File: config.mk
export PLATFORM = sky130hd
export DESIGN_NAME = tpd_ring
export DESIGN_NICKNAME = d
export VERILOG_FILES = /design/src/hw/rtl/tpd_pkg.sv /design/src/hw/rtl/tpd_mod_unit.sv /design/src/hw/rtl/tpd_ring.sv
export SDC_FILE = /design/constraint.sdc
export NUM_CORES = 1
export LEC_CHECK = 0
export BUFFER_PORTS_ARGS = -buffer_cell sky130_fd_sc_hd__clkbuf_2
export CORE_MARGIN = 4
export CORE_UTILIZATION = 50
export CTS_CLUSTER_SIZE = 16
export DETAILED_ROUTE_END_ITERATION = 10
export MAX_ROUTING_LAYER = met4
export PLACE_DENSITY = 0.79
export SETUP_SLACK_MARGIN = 0.1
export SKIP_LAST_GASP = 1
export SYNTH_ARGS = -nofsm -noshare
export SYNTH_HDL_FRONTEND = slang
export SYNTH_SLANG_ARGS = --single-unit
export TNS_END_PERCENT = 50
File: constraint.sdc
create_clock -name aclk -period 10.8 [get_ports aclk]
set_input_delay 1.08 -clock aclk [delete_from_list [all_inputs] [get_ports aclk]]
set_output_delay 1.08 -clock aclk [all_outputs]
set_load 0.02 [all_outputs]
File: src/hw/rtl/tpd_pkg.sv
// Shared constants and types for the triac phase dimmer.
// No dependencies; imported by every module of the block.
package tpd_pkg;

    localparam int RING_DEPTH_DEFAULT     = 10;
    localparam int LEVEL_COUNT_DEFAULT    = 100;
    localparam int CURVE_COUNT_DEFAULT    = 6;
    localparam int UNSYNCED_LIMIT_DEFAULT = 10;

    localparam logic [31:0] EARLY_US = 32'd19500;
    localparam int PERIOD_UNITS = 20000 / 256;
    localparam int HALF_UNITS   = 10000 / 256;
    localparam int TOL_UNITS    = 1000 / 256;
    localparam int MOD_SHIFT    = 22;
    localparam int MOD_RECIP    = (1 << MOD_SHIFT) / PERIOD_UNITS;

    localparam int MAINS_HALF_TICKS  = 20000;
    localparam int OFF_BEFORE_TICKS  = 4000;
    localparam int SHORT_PULSE_TICKS = 200;
    localparam logic [15:0] IDLE_COMPARE = 16'hFFFF;

    localparam logic [1:0] OP_ZERO_CROSS = 2'd0;
    localparam logic [1:0] OP_COMPARE    = 2'd1;
    localparam logic [1:0] OP_TABLE_LOAD = 2'd2;

    localparam logic [1:0] REG_TARGET_LEVEL = 2'd0;
    localparam logic [1:0] REG_MIN_LEVEL    = 2'd1;
    localparam logic [1:0] REG_CURVE_SELECT = 2'd2;
    localparam logic [1:0] REG_SHORT_PULSE  = 2'd3;

    typedef struct packed {
        logic        valid;
        logic        empty;
        logic        equal;
        logic [15:0] diff;
    } mod_req_t;

    typedef struct packed {
        logic done;
        logic agree;
    } scan_status_t;

endpackage

File: src/hw/rtl/tpd_mod_unit.sv
// Two-stage modulo-period unit: folds a pulse distance into one mains
// period and flags agreement. Depends on tpd_pkg.
module tpd_mod_unit
    import tpd_pkg::*;
(
    input  logic     aclk,
    input  logic     aresetn,
    input  mod_req_t req,
    output logic     hit_valid,
    output logic     hit
);

    logic        s1_valid_reg;
    logic        s1_empty_reg;
    logic        s1_equal_reg;
    logic [15:0] s1_diff_reg;
    logic [9:0]  s1_quot_reg;
    logic [31:0] prod;
    logic [16:0] rem_raw;
    logic [16:0] rem;
    logic [16:0] off;
    logic        hit_next;
    logic        hit_valid_reg;
    logic        hit_reg;

    assign prod = {16'b0, req.diff} * 32'(MOD_RECIP);

    always_ff @(posedge aclk) begin
        if (!aresetn) begin
            s1_valid_reg <= 1'b0;
        end else begin
            s1_valid_reg <= req.valid;
        end
        s1_empty_reg <= req.empty;
        s1_equal_reg <= req.equal;
        s1_diff_reg  <= req.diff;
        s1_quot_reg  <= prod[MOD_SHIFT +: 10];
    end

    // quotient is low by at most one
    always_comb begin
        rem_raw = {1'b0, s1_diff_reg} - 17'(s1_quot_reg * 17'(PERIOD_UNITS));
        rem     = (rem_raw >= 17'(PERIOD_UNITS)) ? rem_raw - 17'(PERIOD_UNITS) : rem_raw;
        off     = (rem >= 17'(HALF_UNITS)) ? 17'(PERIOD_UNITS) - rem : rem;
        hit_next = s1_empty_reg || (!s1_equal_reg && (off < 17'(TOL_UNITS)));
    end

    always_ff @(posedge aclk) begin
        if (!aresetn) begin
            hit_valid_reg <= 1'b0;
        end else begin
            hit_valid_reg <= s1_valid_reg;
        end
        hit_reg <= hit_next;
    end

    assign hit_valid = hit_valid_reg;
    assign hit       = hit_reg;

endmodule

File: src/hw/rtl/tpd_ring.sv
// Pulse ring with its scan sequencer: stores a pulse, walks the ring one
// entry per cycle through the modulo unit and counts agreeing entries.
// Depends on tpd_pkg and tpd_mod_unit.
module tpd_ring
    import tpd_pkg::*;
#(
    parameter int RING_DEPTH = RING_DEPTH_DEFAULT
) (
    input  logic         aclk,
    input  logic         aresetn,
    input  logic         start,
    input  logic [15:0]  pulse,
    output scan_status_t status
);

    localparam int PTR_W = $clog2(RING_DEPTH);
    localparam int CNT_W = $clog2(RING_DEPTH + 1);

    logic [15:0]      ring_reg [RING_DEPTH];
    logic [PTR_W-1:0] ptr_reg;
    logic [PTR_W-1:0] idx_reg;
    logic             issue_reg;
    logic [15:0]      pulse_reg;
    logic [CNT_W-1:0] recv_reg;
    logic [CNT_W-1:0] hits_reg;
    logic [CNT_W-1:0] hits_next;
    logic             done_reg;
    logic             agree_reg;
    logic [15:0]      entry;
    mod_req_t         req;
    logic             hit_valid;
    logic             hit;

    assign entry = ring_reg[idx_reg];

    always_comb begin
        req.valid = issue_reg;
        req.empty = (entry == 16'd0);
        req.equal = (entry == pulse_reg);
        req.diff  = (pulse_reg > entry) ? pulse_reg - entry : entry - pulse_reg;
    end

    tpd_mod_unit u_mod (
        .aclk      (aclk),
        .aresetn   (aresetn),
        .req       (req),
        .hit_valid (hit_valid),
        .hit       (hit)
    );

    assign hits_next = hits_reg + CNT_W'(hit);

    always_ff @(posedge aclk) begin
        if (!aresetn) begin
            for (int i = 0; i < RING_DEPTH; i++) begin
                ring_reg[i] <= 16'd0;
            end
            ptr_reg   <= '0;
            idx_reg   <= '0;
            issue_reg <= 1'b0;
            recv_reg  <= '0;
            hits_reg  <= '0;
            done_reg  <= 1'b0;
            agree_reg <= 1'b0;
        end else begin
            done_reg <= 1'b0;
            if (start) begin
                ring_reg[ptr_reg] <= pulse;
                ptr_reg   <= (ptr_reg == PTR_W'(RING_DEPTH - 1)) ? '0 : ptr_reg + 1'b1;
                idx_reg   <= '0;
                issue_reg <= 1'b1;
                recv_reg  <= '0;
                hits_reg  <= '0;
            end else begin
                if (issue_reg) begin
                    if (idx_reg == PTR_W'(RING_DEPTH - 1)) begin
                        issue_reg <= 1'b0;
                    end else begin
                        idx_reg <= idx_reg + 1'b1;
                    end
                end
                if (hit_valid) begin
                    hits_reg <= hits_next;
                    recv_reg <= recv_reg + 1'b1;
                    if (recv_reg == CNT_W'(RING_DEPTH - 1)) begin
                        done_reg  <= 1'b1;
                        agree_reg <= (hits_next > CNT_W'(RING_DEPTH / 2));
                    end
                end
            end
        end
    end

    always_ff @(posedge aclk) begin
        if (start) begin
            pulse_reg <= pulse;
        end
    end

    always_comb begin
        status.done  = done_reg;
        status.agree = agree_reg;
    end

endmodule

==> impl_results.md <==
* CP Data Required Time at 11.23 ns
* Worst Clk Skew at 0.0239 ns
* Max Used Layer: met4
* Maxcap violations at 0
* Clk sink count at 326
* CP max stage cell: fa_1
* Worst Path Max Fanout at 13
* CTS Buf Count at 35
* Routability congestion estimate at 0.902
* Status: finished, final reports clean
* Diode count at 0
* Input/output buffers at 20
* Routed via count at 13700
* Number of global-route vias before repair at 14100
* Synthesized Nets at 2020
* Yosys Warn Count at 0
* Clock Tree Buf Depth at 3
* Commonest non-fill, non-tap cell in the layout: edfxtp_1
* Post-detail-place hpwl at 33800 µm
* Die area at 44500 µm²
* Final Hold Fails at 0
* Final setup violation count at 0
* Yosys top cell area share at 39.7%
* Post-Route Utilization at 55.5%
* Syn_area_per_cell at 11.9 µm²
* Data arrival, critical path at 10.55 ns
* Routed met3 length at 3990 µm
* Clock Latency Late Sink at 0.54 ns
* Post-synthesis cell type count at 80
* Iter 0 DRT Violations at 1294
* Chip width at 211 µm
* Layout cell share with drive strength beyond 1 at 12.8%
* GRT overflow at 0
* Tmin final at 10.12 ns
* Max reg flops at 256
* Io pins at 21
* Ys flop type: edfxtp_1
* Most used cells in the layout excluding fill and tap cells: 272 x edfxtp_1, 238 x inv_1, 228 x nor2_1
* Register Area at 9250 µm²
* GR Util All Layers at 22.5%
* M1 WL at 17800 µm
* Buffers & Inverters on Critical Path at 4
* Floorplan core area at 40700 µm²
* Initial Util at 50.5%
* Multi-input logic area at 10300 µm²
* Peak Freq at 98.8 MHz
* Worst reg-to-reg setup slack at 0.68 ns
* Critical Path Start Type: register
* Die Height at 211 µm
* Largest net degree at the start of global routing at 29
* H-Tree Depth at 2
* Routed length on met2 at 24400 µm
* Post-synth ARST share at 0%
* Final Routed Wirelength at 48100 µm
* Slew Limit Headroom at 20.6%
* Slowest stage delay, CP at 0.55 ns
* Fill count at 3220
* Largest delay share family, worst path: compound AO/OA/AOI/OAI gates
* Crit path kind: reg2reg
* Area grow syn2layout at 9.88%
* # DRC at 0
* Worst slew pin tran at 1.19 ns
* Post-synth EDFFs at 272
* Clock transition at the registers of the reported paths at 0.06 ns
* Worst hold path type: reg2reg
* Final Cycle Share at 93.7%
* Setup TNS at 0 ns
* Final ANT Viol Nets at 0
* RSZ-0062 raised after global routing: no
* Largest area contributor in the netlist: edfxtp_1
* Std cell rows at 74
* Mapped cell area at 20600 µm²
* Mapped Cells at 1731
* Routed vias/inst at 5.87
* Wire per inst at 20.7 µm
* Root buffer cell: clkbuf_16
* Synth top area cells: edfxtp_1 40%, ha_1 12%, mux4_2 8.8%, fa_1 7.0%, dfxtp_1 5.3%
* Flip-flop and latch count after synthesis at 326
* CTS tree: done
* Nets at 2058
* Post-synthesis sequential area ratio at 44.9%
* Crit. End Element: register
* First-pass GRT wire length at 76600 µm
* Final Slew Violations at 0
* Pre-Repair DR Iteration Count at 7
* # hold bufs at CTS at 0
* Antenna violations before repair at 0
[Yosys cell counts (7+ instances only)]
master and instances:
a21o_1 29, nand2b_1 12, nor2b_1 12, nor4_1 7
mux2i_1 12, or3_1 7, edfxtp_1 272, nor2_1 229
o21a_1 16, nand2_1 74, ha_1 198, buf_1 11
o31ai_1 9, fa_1 72, dfxtp_1 54, and3_1 8
and2_1 13, o211ai_1 8, nand3_1 23, mux4_2 80
a21oi_1 65, mux2_2 13, nand4_1 16, o21ai_0 32
inv_1 238, nor3_1 16, clkbuf_1 35, xnor2_1 36
xor2_1 33
[per-stage QoR]
| step | std cells | hold slack, ns | instance area [µm²] | setup slack, ns |
|---|---|---|---|---|
| 3_3_place_gp | 2259 | 0.419 | 21400 | 0.388 |
| 6_report | 2326 | 0.447 | 22600 | 0.677 |
| 2_1_floorplan | 1731 | 0.384 | 20600 | 0.538 |
| 3_5_place_dp | 2259 | 0.436 | 21400 | 0.264 |
| 5_1_grt | 2326 | 0.468 | 22600 | 0.118 |
| 4_1_cts | 2321 | 0.450 | 22500 | 0.249 |
[per-layer routing]
metal,global-route usage [%],vias up
met2,38.4,608
met5,-,-
met4,8.38,0
li1,-,6222
met1,26.9,6688
met3,4.07,144
[logic make-up after synthesis]
group / synth area share (%)
flip-flops: 44.9
AND/OR/NAND/NOR: 9.79
multiplexers: 10.2
AO/OA/AOI/OAI: 7.64
buffers and inverters: 5.35
adder cells (fa/ha/maj): 19.0
XOR/XNOR: 3.02
[layout make-up]
type	count	share of cell area [%]
clock inverters	17	1.01
well taps	532	2.94
inverters	238	3.95
repair buffers	53	1.63
flip-flops and latches	326	40.9
multi-input cells	1115	45.4
clock buffers	45	4.13
[path summary, 6_finish.rpt]
check / startpoint / to / cells after the start
worst min-delay path: u_mod.s1_valid_reg / u_mod.hit_valid / 1
worst max-delay path: register / u_mod.s1_quot_reg[9] / 34
worst min register to register: u_mod.s1_valid_reg / u_mod.hit_valid / 1
worst max register to register: register / u_mod.s1_quot_reg[9] / 34
[repair_timing]
action | 4_1_cts | 5_1_grt
buffers inserted | 0 | 5
endpoints found under the setup margin | 0 | 4
gates resized for setup | 0 | 5
Power is left out: the tool's default activity adds up to more than one toggle a clock period on the data nets, which glitch-free logic cannot reach.
